===== config.mk =====
export PLATFORM = sky130hd
export DESIGN_NAME = see_stack
export DESIGN_NICKNAME = d
export VERILOG_FILES = /design/src/rtl/core/stack_expression_evaluator_assert.svh /design/src/rtl/core/see_pkg.sv /design/src/rtl/core/see_stack.sv
export SDC_FILE = /design/constraint.sdc
export NUM_CORES = 2
export LEC_CHECK = 0
export BUFFER_PORTS_ARGS = -buffer_cell sky130_fd_sc_hd__buf_2
export CORE_ASPECT_RATIO = 1.2
export CORE_MARGIN = 2
export CORE_UTILIZATION = 60
export CTS_BUF_LIST = sky130_fd_sc_hd__clkbuf_8
export CTS_CLUSTER_DIAMETER = 120
export CTS_CLUSTER_SIZE = 40
export DETAILED_ROUTE_END_ITERATION = 16
export PLACE_DENSITY_LB_ADDON = 0.3
export SLEW_MARGIN = 20
export SYNTH_ARGS = -nofsm -noshare
export SYNTH_HDL_FRONTEND = slang
export SYNTH_SLANG_ARGS = --single-unit

===== constraint.sdc =====
create_clock -name clk -period 7.8 [get_ports clk]
set_input_delay 0.78 -clock clk [delete_from_list [all_inputs] [get_ports clk]]
set_output_delay 0.78 -clock clk [all_outputs]
set_load 0.02 [all_outputs]

===== src/rtl/core/stack_expression_evaluator_assert.svh =====
// ----------------------------------------------------------------------------
// Stack expression evaluator - assertion macros
// Shared concurrent checks, clocked on clk and disabled while rst is high.
// ----------------------------------------------------------------------------
`ifndef STACK_EXPRESSION_EVALUATOR_ASSERT_SVH
`define STACK_EXPRESSION_EVALUATOR_ASSERT_SVH

// same-cycle implication
`define SEE_ASSERT_NOW(label, ante, cons, msg) \
  label: assert property (@(posedge clk) disable iff (rst) (ante) |-> (cons)) \
    else $error(msg);

// next-cycle implication
`define SEE_ASSERT_NEXT(label, ante, cons, msg) \
  label: assert property (@(posedge clk) disable iff (rst) (ante) |=> (cons)) \
    else $error(msg);

`endif


===== src/rtl/core/see_pkg.sv =====
// ----------------------------------------------------------------------------
// see_pkg
// Shared types and constants of the stack expression evaluator.
// ----------------------------------------------------------------------------
package see_pkg;

  localparam int STACK_DEPTH_DEF = 128;
  localparam int DATA_W          = 32;

  // expression characters
  localparam logic [7:0] CH_0     = 8'h30;
  localparam logic [7:0] CH_9     = 8'h39;
  localparam logic [7:0] CH_PLUS  = 8'h2B;
  localparam logic [7:0] CH_MINUS = 8'h2D;
  localparam logic [7:0] CH_SLASH = 8'h2F;
  localparam logic [7:0] CH_STAR  = 8'h2A;
  localparam logic [7:0] CH_PCT   = 8'h25;

  typedef enum logic [2:0] {
    ST_OK        = 3'd0,
    ST_UNDERFLOW = 3'd1,
    ST_OVERFLOW  = 3'd2,
    ST_DIVZERO   = 3'd3,
    ST_BADSYM    = 3'd4,
    ST_LEFTOVER  = 3'd5
  } status_t;

  typedef enum logic [2:0] {
    OP_ADD,
    OP_SUB,
    OP_MUL,
    OP_DIV,
    OP_MOD
  } op_t;

  typedef struct packed {
    logic              start;
    op_t               op;
    logic [DATA_W-1:0] lhs;
    logic [DATA_W-1:0] rhs;
  } alu_req_t;

  typedef struct packed {
    logic              done;
    logic              div_zero;
    logic [DATA_W-1:0] result;
  } alu_rsp_t;

endpackage


===== src/rtl/core/see_stack.sv =====
// ----------------------------------------------------------------------------
// see_stack
// Operand stack storage: one write port, one registered read port.
// ----------------------------------------------------------------------------
module see_stack #(
  parameter  int DEPTH = see_pkg::STACK_DEPTH_DEF,
  localparam int AW    = $clog2(DEPTH)
) (
  input  logic                      clk,
  input  logic                      we,
  input  logic [AW-1:0]             waddr,
  input  logic [see_pkg::DATA_W-1:0] wdata,
  input  logic                      re,
  input  logic [AW-1:0]             raddr,
  output logic [see_pkg::DATA_W-1:0] rdata
);

  logic [see_pkg::DATA_W-1:0] mem [DEPTH];

  always_ff @(posedge clk) begin
    if (we) begin
      mem[waddr] <= wdata;
    end
    if (re) begin
      rdata <= mem[raddr];
    end
  end

endmodule


# [After elaboration in Yosys (flattened, before gate mapping)]
# Memories as Yosys holds them, arrays and structs flattened. A register that Yosys moved wholly into a read port is not among the register bits.
# Cells that the tools add are included.
[word_totals] reg_bits=0 ramBits=4096 input_bits=49 out_inout_bits=32 elab_cells=3 memories=1
[classes] mux=2
[memory_table] memory="mem" words=128 width=32 rd=1 rd_ports_with_merged_regs=1 wr=1 line_no="see_stack.sv:18" rtl="logic [see_pkg::DATA_W-1:0] mem [DEPTH];"
[op_table] cell="2-to-1 mux 1 bit" n=2

# [Logic depth before layout (Yosys ltp)]
[logic_depth] word_depth=2 depth_mapped=8 ltp_nobuf=4

# [Worst setup path after synthesis]
# No wires, ideal clock.
[synth_path] path_kind="input -> register" from="input we" to="memory mem[98][0] in the netlist's numbering, enable pin" setup_time_ns=0.461 arrival_ns=3.558 t_required_ns=7.339 setup_slack_ns=3.781 path_stages=3 n_path_buf=1 cell_sequence="clkbuf_1 -> nand4_1 -> nor3_1"
[synth_between] elab_chain_cells=2
[synth_lines] element="start, declared" line_no="see_stack.sv:10" rtl="input logic we,"
[synth_lines] element="2-to-1 mux 1 bit" line_no="see_stack.sv:21" rtl="if (we) begin"
[synth_lines] element="2-to-1 mux 1 bit (not written as such)" line_no="see_stack.sv:22" rtl="mem[waddr] <= wdata;"
[synth_lines] element="end, declared" line_no="see_stack.sv:18"
# No other way between the ends.

==> reports/metrics.yaml <==
synthesis:
  syn-cell-area_sq_um: 157000
  ys_seq_elements: 4128
  synth_top_area_share: 0.792
  seq_area_frac_synth: 0.792
  ys_warn_count: 0
  synth_cell_types: 16
  avgSynthCellArea_sq_um: 26.1
  synth_top_area_cell: "edfxtp_1"
  syn_inst: 5990
  syn_nets: 6039
  synth_area_leaders: "edfxtp_1 79%, mux4_2 19%, clkbuf_1 0.44%, nor2_1 0.29%, buf_2 0.25%"
global_route:
  antenna_found_initial: 54
  overflow: 0
  globalRouteTotalUtil: 0.299
  grt_pass1_wl_mm: 543
  grt_pass1_vias: 68802
  grt_max_degree: 140
worst_setup_path:
  rrSetupSlack_ps: 4990
  endpoint_kind: "flip-flop"
  crit_path_max_incr_delay_ps: 630
  required_ps: 8640
  cp_num_buf_inv: 3
  startpoint_type: "input port"
  cp_common_cell: "mux4_2"
  crit_type: "in2reg"
  critPathArrivalTime_ps: 4770
  r2r_start: "mem[23][6]"
  rr_endpoint: "rdata[6]"
  critPathMaxFanout: 82
  crit_slowest_cell: "mux4_2"
  crit_family: "multiplexers"
  crit_chain: "buf_12 -> buf_12 -> buf_4 -> mux4_2 -> mux4_2 -> mux4_2 -> mux2_2"
  r2r_cells: 4
hold_path:
  min_to: "mem[58][21]"
  hold_class: "in2reg"
  holdPathStages: 1
  hp-start: "wdata[21]"
clock_network:
  path_clk_slew_ps: 210
  cts_made_buffers: 113
  post-cts-setup-buffer-count: 0
  holdBufCountCts: 0
  clk_latency_ps: 1070
  cts_num_sinks: 4128
  cts-root-buf: "clkbuf_8"
  clockBufferDepth: 3
  htree_levels: 3
  cts_resized: 0
  tritoncts: "done"
routing:
  drc: 0
  vias: 69546
  antenna_left: 0
  wl_mm: 394
  vias_per_cell: 7.29
  drt_first_pass_iters: 6
  post_drt_wl_per_cell_microns: 41.3
  initialDrtViolationCount: 12037
sta:
  relSlewSlack: 0.223
  hold_ws_ps: 131
  rsz0062_at_grt: "false"
  hold_viol_final: 0
  fin_setup_tns_ps: 0
  setup_viol: 0
  finalCritPeriodShare: 0.504
  tightest_slew_ps: 1170
  fin_skew_ps: 98.9
  fin_crit_ps: 3930
  drv_slew: 0
  timing.fmax_mhz: 255
power_and_ir_drop:
  netSwitchingPower_mw: 7.26
  p_seq_frac: 0.723
  power_density_nw_per_um2: 206
  ir_worst_vdd_mv: 0.264
  pwr-share-comb: 0.068
  intPower_mw: 26.7
  clock_power_share: 0.209
  p_leak_nw: 48.4
  total_power_mw: 34.0
  sw_frac_of_total: 0.214
job:
  drv_cap: 0
finish:
  layout_commonest_cell: "edfxtp_1"
  layout_common_cells: "4,128 x edfxtp_1, 1,344 x mux4_2, 217 x buf_4"
  fin_nets: 6127
  drive_above_1_share: 0.316
  final_util: 0.634
  syn2layout_area_growth_pct: 5.18
  fillers: 16218
floorplan:
  die_h_microns: 564
  core_area_sq_um: 260000
  dieArea_sq_um: 265000
  start_util: 0.603
  rows: 205
  io_pins: 81
  die_x_microns: 470
status:
  status: "finished clean"
place:
  hpwlAfterDp_mm: 219
  gp_congestion: 0.829
  port_buffers: 80
## state kept, by name, summed over array words and instances (netlist names)
| name | count |
|---|---|
| mem | 4096 |
| rdata | 32 |
## cell families (layout without fill, tap and decap cells)
group	count (synthesis)	after routing	share of synthesized area
and+or+nand+nor	170	170	0.00445
muxes	1376	1376	0.196
buffers and inverters	316	412	0.00837
other	0	40	0
DFF	4128	4128	0.792
## Yosys cell counts (all sizes together)
cell	number
mux4	1344
nor2b	7
nor2	122
edfxtp	4128
nor3	9
nand2b	2
or3	1
clkbuf	182
nand2	14
nand4	3
mux2	32
nand3	12
buf	134
## worst register-to-register path: stages, from the launching register on
cell	delay (ps)
edfxtp_1	430
mux4_2	490
mux4_2	630
mux4_2	710
mux2_2	380
## stage by stage
stage | worst slack (ps) | cells | cell area [sq um]
floorplan | 3780 | 5990 | 157000
global placement | 2810 | 9377 | 163000
CTS | 3950 | 9500 | 165000
finish | 3870 | 9541 | 165000
detailed placement | 2780 | 9377 | 163000
global route | 3640 | 9522 | 165000
## worst max-delay path by stage
| stage | endpoint | slack, ps | depth (start not counted) | start |
|---|---|---|---|---|
| after global routing | rdata[28] | 3640 | 7 | raddr[0] |
| final | rdata[28] | 3870 | 7 | raddr[0] |
| after floorplan | mem[98][0] | 3780 | 3 | we |
| after detailed placement | rdata[28] | 2780 | 7 | raddr[0] |
| after global placement | rdata[22] | 2810 | 7 | raddr[0] |
| after CTS | rdata[28] | 3950 | 7 | raddr[0] |
## final cells by class
| type | count | area (sq um) | area share |
|---|---|---|---|
| Timing Repair Buffer | 289 | 2410 | 0.0146 |
| Antenna cell | 40 | 100 | 0.000608 |
| Clock buffer | 116 | 1600 | 0.00969 |
| Multi-Input combinational cell | 1546 | 32300 | 0.196 |
| Tap cell | 3415 | 4270 | 0.0259 |
| Sequential cell | 4128 | 124000 | 0.753 |
| Clock inverter | 7 | 81.3 | 0.000494 |
## power by group through the flow
stage	combinational, mW	clock (mW)	sequential [mW]
6_report	2.33	7.10	24.6
3_5_place_dp	2.32	0	25.1
5_1_grt	2.40	7.75	24.6
3_3_place_gp	2.28	0	25.1
4_1_cts	2.32	7.16	24.6
2_1_floorplan	1.18	0	25.0
## metal layers
layer  wire [microns]  track usage  vias up
li1                 -            -    26158
met3            47400       0.0595      606
met5              190            0        -
met4            17400        0.112       32
met1           134000        0.414    37993
met2           195000        0.484     4757
(Power assumes the default switching activity.)
