File: config.mk
export PLATFORM = sky130hd
export DESIGN_NAME = see_alu
export DESIGN_NICKNAME = d
export VERILOG_FILES = /design/src/rtl/core/stack_expression_evaluator_assert.svh /design/src/rtl/core/see_pkg.sv /design/src/rtl/core/see_alu.sv
export SDC_FILE = /design/constraint.sdc
export NUM_CORES = 2
export LEC_CHECK = 0
export ABC_AREA = 1
export ABC_CLOCK_PERIOD_IN_PS = 12850
export CELL_PAD_IN_SITES_DETAIL_PLACEMENT = 1
export CELL_PAD_IN_SITES_GLOBAL_PLACEMENT = 2
export CORE_AREA = 2 2 281 283
export CTS_CLUSTER_SIZE = 14
export DETAILED_ROUTE_END_ITERATION = 10
export DIE_AREA = 0 0 283 285
export DONT_BUFFER_PORTS = 1
export PLACE_DENSITY = 0.93
export REMOVE_ABC_BUFFERS = 1
export SYNTH_ARGS = -nofsm -noshare
export SYNTH_HDL_FRONTEND = slang
export SYNTH_SLANG_ARGS = --single-unit
File: constraint.sdc
create_clock -name clk -period 12.85 [get_ports clk]
set_input_delay 2.57 -clock clk [delete_from_list [all_inputs] [get_ports clk]]
set_output_delay 2.57 -clock clk [all_outputs]
set_load 0.01 [all_outputs]
File: src/rtl/core/stack_expression_evaluator_assert.svh
// ----------------------------------------------------------------------------
// Stack expression evaluator - assertion macros
// Shared concurrent checks, clocked on clk and disabled while rst is high.
// ----------------------------------------------------------------------------
`ifndef STACK_EXPRESSION_EVALUATOR_ASSERT_SVH
`define STACK_EXPRESSION_EVALUATOR_ASSERT_SVH

// same-cycle implication
`define SEE_ASSERT_NOW(label, ante, cons, msg) \
  label: assert property (@(posedge clk) disable iff (rst) (ante) |-> (cons)) \
    else $error(msg);

// next-cycle implication
`define SEE_ASSERT_NEXT(label, ante, cons, msg) \
  label: assert property (@(posedge clk) disable iff (rst) (ante) |=> (cons)) \
    else $error(msg);

`endif

File: src/rtl/core/see_pkg.sv
// ----------------------------------------------------------------------------
// see_pkg
// Shared types and constants of the stack expression evaluator.
// ----------------------------------------------------------------------------
package see_pkg;

  localparam int STACK_DEPTH_DEF = 128;
  localparam int DATA_W          = 32;

  // expression characters
  localparam logic [7:0] CH_0     = 8'h30;
  localparam logic [7:0] CH_9     = 8'h39;
  localparam logic [7:0] CH_PLUS  = 8'h2B;
  localparam logic [7:0] CH_MINUS = 8'h2D;
  localparam logic [7:0] CH_SLASH = 8'h2F;
  localparam logic [7:0] CH_STAR  = 8'h2A;
  localparam logic [7:0] CH_PCT   = 8'h25;

  typedef enum logic [2:0] {
    ST_OK        = 3'd0,
    ST_UNDERFLOW = 3'd1,
    ST_OVERFLOW  = 3'd2,
    ST_DIVZERO   = 3'd3,
    ST_BADSYM    = 3'd4,
    ST_LEFTOVER  = 3'd5
  } status_t;

  typedef enum logic [2:0] {
    OP_ADD,
    OP_SUB,
    OP_MUL,
    OP_DIV,
    OP_MOD
  } op_t;

  typedef struct packed {
    logic              start;
    op_t               op;
    logic [DATA_W-1:0] lhs;
    logic [DATA_W-1:0] rhs;
  } alu_req_t;

  typedef struct packed {
    logic              done;
    logic              div_zero;
    logic [DATA_W-1:0] result;
  } alu_rsp_t;

endpackage

File: src/rtl/core/see_alu.sv
// ----------------------------------------------------------------------------
// see_alu
// Shared arithmetic unit: add, sub, mul with a registered result; signed div and mod
// through a radix-2 restoring divider, one quotient bit per cycle.
// ----------------------------------------------------------------------------
module see_alu (
  input  logic              clk,
  input  logic              rst,
  input  see_pkg::alu_req_t req,
  output see_pkg::alu_rsp_t rsp
);

  localparam int W  = see_pkg::DATA_W;
  localparam int CW = $clog2(W);

  typedef enum logic [1:0] {
    A_IDLE,
    A_DIV,
    A_FIX
  } alu_state_t;

  alu_state_t     state;
  see_pkg::op_t   op_q;
  logic [W-1:0]   rem;
  logic [W-1:0]   quo;
  logic [W-1:0]   dvs;
  logic [CW-1:0]  cnt;
  logic           q_neg;
  logic           r_neg;

  logic [W:0]     rem_sh;
  logic [W:0]     diff;
  logic [W-1:0]   lhs_mag;
  logic [W-1:0]   rhs_mag;

  always_comb begin
    rem_sh  = {rem, quo[W-1]};
    diff    = rem_sh - {1'b0, dvs};
    lhs_mag = req.lhs[W-1] ? (~req.lhs + W'(1)) : req.lhs;
    rhs_mag = req.rhs[W-1] ? (~req.rhs + W'(1)) : req.rhs;
  end

  always_ff @(posedge clk) begin
    if (rst) begin
      state        <= A_IDLE;
      rsp.done     <= 1'b0;
      rsp.div_zero <= 1'b0;
    end else begin
      rsp.done     <= 1'b0;
      rsp.div_zero <= 1'b0;
      case (state)
        A_IDLE: begin
          if (req.start) begin
            op_q <= req.op;
            case (req.op)
              see_pkg::OP_ADD: begin
                rsp.result <= req.lhs + req.rhs;
                rsp.done   <= 1'b1;
              end
              see_pkg::OP_SUB: begin
                rsp.result <= req.lhs - req.rhs;
                rsp.done   <= 1'b1;
              end
              see_pkg::OP_MUL: begin
                rsp.result <= W'(req.lhs * req.rhs);
                rsp.done   <= 1'b1;
              end
              default: begin
                if (req.rhs == '0) begin
                  rsp.div_zero <= 1'b1;
                  rsp.done     <= 1'b1;
                end else begin
                  rem   <= '0;
                  quo   <= lhs_mag;
                  dvs   <= rhs_mag;
                  cnt   <= '0;
                  q_neg <= req.lhs[W-1] ^ req.rhs[W-1];
                  r_neg <= req.lhs[W-1];
                  state <= A_DIV;
                end
              end
            endcase
          end
        end
        A_DIV: begin
          if (!diff[W]) begin
            rem <= diff[W-1:0];
            quo <= {quo[W-2:0], 1'b1};
          end else begin
            rem <= rem_sh[W-1:0];
            quo <= {quo[W-2:0], 1'b0};
          end
          cnt <= cnt + CW'(1);
          if (cnt == CW'(W - 1)) begin
            state <= A_FIX;
          end
        end
        A_FIX: begin
          // quotient sign from both operands, remainder follows the dividend
          if (op_q == see_pkg::OP_DIV) begin
            rsp.result <= q_neg ? (~quo + W'(1)) : quo;
          end else begin
            rsp.result <= r_neg ? (~rem + W'(1)) : rem;
          end
          rsp.done <= 1'b1;
          state    <= A_IDLE;
        end
        default: state <= A_IDLE;
      endcase
    end
  end

endmodule

Word level (Yosys, flattened, before mapping):

Index checks and enable logic that the tools add are counted.

* input port bits: 70
* word-level logic and storage cells: 85
* output and inout bits: 34
* register bits after elaboration: 142

* $mul: 1
* muxes and demuxes: 31
* equality and inequality tests: 11
* bitwise operators: 10
* $add $sub $neg: 8
* reduce and logical (&&, ||, !) cells: 12

Operators by type and width (number)
* 32-bit 2-to-1 mux: 11
* 32-bit one-hot mux with 2 select lines: 3
* 32-bit by 1-bit adder with 32-bit output (second input constant): 4
* 32-bit NOT: 4
* 32-bit one-hot mux with 3 select lines: 1
* 34-bit 2-to-1 mux: 1
* 33-bit by 32-bit subtractor with 33-bit output: 1
* 32-bit adder: 1
* 32-bit logical NOT: 1
* 32-bit by 32-bit multiplier with 32-bit output: 1
* 32-bit subtractor: 1
* 31-bit 2-to-1 mux: 1
* 5-bit 2-to-1 mux: 3
* 2-bit 2-to-1 mux: 5
* 5-bit one-hot mux with 2 select lines: 1
* 5-bit AND reduction: 2
* 2-bit inequality test (second input constant): 4
* 4-bit AND reduction: 2
* 3-bit by 2-bit equality test with 1-bit output (second input constant): 2
* 6-bit OR reduction: 1
* 5-bit by 1-bit adder with 5-bit output (second input constant): 1
* 5-bit equality test (second input constant): 1
* 1-bit NOT: 5
* 4-bit by 1-bit inequality test with 1-bit output (second input constant): 1
* other kinds (12): 15

Longest topological paths before layout:

* depth after elaboration: 7
* gate-level depth with buffers: 35
* mapped depth without buffers: 32

Worst setup path after synthesis:

OpenSTA, ideal clock, no wires.

* path type: in2reg
* start point: in req[4] (netlist bit)
* end point: reg rsp[29] (netlist bit), data pin
* cell stages on the path: 29
* data required time: 12.596 ns
* buffers on the path: 3
* path slack: 3.742 ns
* setup time: 0.254 ns
* data arrival time: 8.855 ns
* path through: clkbuf_1 -> clkbuf_1 -> clkbuf_1 -> nand2_1 -> inv_1 -> fa_1 -> inv_1 -> fa_1 -> fa_1 -> fa_1 -> inv_1 -> fa_1 -> inv_1 -> fa_1 -> inv_1 -> fa_1 -> fa_1 -> ha_1 -> a21oi_1 -> o21ai_0 -> a21oi_1 -> nand3_1 -> a21o_1 -> a21oi_1 -> nor2_1 -> nor2_1 -> nand2_1 -> nand3_1 -> nand2_1

* word-level cells in the longest chain between the ends: 4
* elaborated cells between the ends (all ways): 6
* classes of those cells: add/sub: 2; mul: 1; mux: 3

RTL lines
* start: declaration: RTL line see_alu.sv:9 `input see_pkg::alu_req_t req,`
* 32-bit by 32-bit multiplier with 32-bit output, or another cell as far along: RTL line see_alu.sv:65 `rsp.result <= W'(req.lhs * req.rhs);`
* 32-bit one-hot mux with 3 select lines *: RTL line see_alu.sv:55 `case (req.op)`
* 34-bit 2-to-1 mux *: RTL line see_alu.sv:53 `if (req.start) begin`
* 32-bit one-hot mux with 2 select lines *: RTL line see_alu.sv:51 `case (state)`
* end: declaration: RTL line see_alu.sv:10 `output see_pkg::alu_rsp_t rsp`

Mark *: on every way between the ends. The rest lies on a longest branch, timed or not. The select of a mux whose other input is x is not followed.
A chain may end at the register's enable or synchronous reset.

Worst setup path after layout:

* start point: in req[2] (netlist bit)
* end point: reg rsp[23] (netlist bit), data pin

Same word-level chain as after synthesis.

==> results.yml <==
detailed_routing:
  routed_via_density: 5.27
  drt_wl_total_um: 111000
  route.vias.total: 28014
  routedWlPerCell_um: 20.9
  drcViolationCount: 0
  drtIter0Drc: 2008
  ant_nets: 0
  drtPass1Iterations: 5
timing:
  worst_pin_slew_ns: 0.959
  setup_viol: 0
  hold_viol_final: 0
  fmax_mhz: 117
  setup_tns_ns: 0
  slew_headroom: 0.356
  rsz0062_at_grt: "false"
  timing.final.max_slew_violations: 0
  clock_skew_ns: 0.0108
  period_needed_ns: 8.57
  finalCritPeriodShare: 0.667
finish:
  antenna_cells: 0
  finish.instance_area_um2: 32000
  regArea_um2: 4220
  finish.net_count: 4923
  multiInputGateArea_um2: 21900
  fill_cells: 9959
  area_delta_synth_final_pct: 3.92
  drive_above_1_share: 0.0286
floorplan:
  pin_count: 104
  initial_core_util: 0.395
  fp.dieArea_um2: 80700
  core_um2: 78000
  die_h_um: 285
  rows: 103
  die_w_um: 283
clock_network:
  ctsResizeCount: 0
  htree_levels: 4
  holdBufCountCts: 0
  clockBufferDepth: 2
  tritoncts: "yes"
  cts_buffers: 17
  root_buffer: "clkbuf_16"
  clk_pin_slew_worst_paths_ns: 0.07
  numClockSinks: 142
  cts_setup_buffers: 0
  clk_latency_ns: 0.45
hold_path:
  hold_end: "state[1]"
  hold_path.class: "reg -> reg"
  worstHoldPathCells: 1
  hold_path.startpoint: "state[1]"
global_route:
  grt_max_degree: 61
  grt_pass1_wl_um: 173000
  grt_pass1_vias: 30019
  grt_use_total: 0.278
  grt.overflow.total: 0
  antenna_found_initial: 2
setup_path:
  r2r-start: "quo[31]"
  rr_endpoint: "rem[15]"
  critPathMaxFanout: 35
  cp-end-kind: "flip-flop"
  rr_worst_depth: 15
  r2r_slack_ns: 9.02
  worstPathArrival_ns: 8.84
  startpoint_type: "primary input"
  path_class: "in -> reg"
  required_ns: 13.12
synth:
  async_flop_share: 0
  yosys_register_bits: 142
  synth_area_um2: 30800
  synth_top_area_cell: "fa_1"
  avgSynthCellArea_um2: 6.98
  synth_area_leaders: "fa_1, nand2_1, edfxtp_1"
  ys_seq_area_frac: 0.137
  synth_top_cell_area_share: 0.266
  synth-edff-count: 138
  synthFlopType: "edfxtp_1"
  yosys_warnings: 0
  ys_types: 61
  syn_inst: 4410
run_status:
  status: "complete, no violations"
placed_design:
  numPortBuffers: 0
  hpwl_um: 87100
  gp_congestion: 0.923
  place_area_um2: 31400
job:
  drv_cap: 0
[routing by layer]
| layer | global-route usage | share of wire |
|---|---|---|
| met5 | 0 | 0 |
| met4 | 0.0872 | 0.032 |
| met3 | 0.0365 | 0.060 |
| met2 | 0.477 | 0.48 |
| met1 | 0.362 | 0.43 |
[critical path: stages]
cell	delay, ns
nand2_1	0.06
inv_1	0.05
fa_1	0.57
inv_1	0.06
fa_1	0.51
fa_1	0.46
fa_1	0.56
inv_1	0.06
fa_1	0.48
fa_1	0.60
fa_1	0.45
fa_1	0.46
ha_1	0.42
nand2_1	0.11
nor2_1	0.15
and3_1	0.20
nand3_1	0.09
nand3_1	0.18
nor2_1	0.06
o21ai_0	0.31
nand3_1	0.18
nand2_1	0.21
[per-stage QoR]
step / hold slack (ns) / utilization / setup slack (ns) / std cells
after global placement: 0.534 / 0.403 / 3.91 / 5281
after floorplan: 0.466 / - / 4.37 / 4217
after CTS: 0.576 / 0.411 / 4.29 / 5313
after detailed placement: 0.560 / 0.403 / 3.83 / 5281
final: 0.580 / 0.411 / 4.28 / 5313
after global routing: 0.633 / 0.411 / 3.86 / 5313
[cells in the mapped netlist (7+ instances only)]
master,number
nand2_1,1206
inv_1,1019
fa_1,410
nor2_1,298
o21ai_0,228
ha_1,193
a21oi_1,185
nand3_1,162
edfxtp_1,138
clkbuf_1,125
xor2_1,53
nor3_1,45
xnor2_1,37
buf_1,36
nand4_1,31
buf_2,24
nor4_1,18
a21o_1,16
o22ai_1,13
or2_2,13
o211ai_1,12
a31oi_1,11
o21bai_1,11
o21ai_1,10
o21a_1,9
buf_6,8
nor2_2,8
nand3b_1,7
nor3_2,7
[cell usage in the layout, fill, tap and decap left out, types with 5 or more instances in the layout]
cell type	instances
a21o_1	16
a21oi_1	185
a31oi_1	10
buf_4	14
clkbuf_16	17
edfxtp_1	138
fa_1	410
ha_1	193
inv_1	1019
inv_2	6
inv_6	6
nand2_1	1206
nand2_2	6
nand3_1	162
nand3_2	5
nand3b_1	7
nand4_1	31
nor2_1	294
nor2_2	11
nor3_1	43
nor3_2	9
nor4_1	18
o211ai_1	12
o21a_1	8
o21ai_0	228
o21ai_1	10
o21ai_2	5
o21bai_1	11
o22ai_1	13
o31ai_1	6
or2_2	13
xnor2_1	37
xor2_1	53
[state kept, by name, indices dropped and copies added, names as in the netlist]
name,count
cnt,5
dvs,32
op_q,3
q_neg,1
quo,32
r_neg,1
rem,32
rsp,34
state,2
[cell families after synthesis]
| family | Yosys count | synth area share |
|---|---|---|
| simple gates | 1827 | 0.246 |
| compound gates | 528 | 0.0950 |
| fa+ha+maj | 603 | 0.345 |
| flops | 142 | 0.137 |
| xor+xnor | 90 | 0.0256 |
| buf+inv | 1220 | 0.152 |
[area by class of cell]
class / count / area share
Timing Repair Buffer: 14 / 0.00328
Tap cell: 1050 / 0.0410
Sequential cell: 142 / 0.132
Inverter: 1027 / 0.120
Clock buffer: 18 / 0.0137
Multi-Input combinational cell: 3048 / 0.686
Clock inverter: 14 / 0.00387
[worst max path at each step]
stage,slack [ns],from,depth (start not counted),to
final,4.28,req[2],22,rsp[23]
after global routing,3.86,req[2],24,rsp[30]
after global placement,3.91,req[44],23,rsp[30]
after detailed placement,3.83,req[2],23,rsp[27]
after floorplan,4.37,req[2],26,rsp[31]
after CTS,4.29,req[2],23,rsp[27]
Power is not shown: default switching activity piles up to over one toggle a cycle in this logic, so the estimate is an artifact.
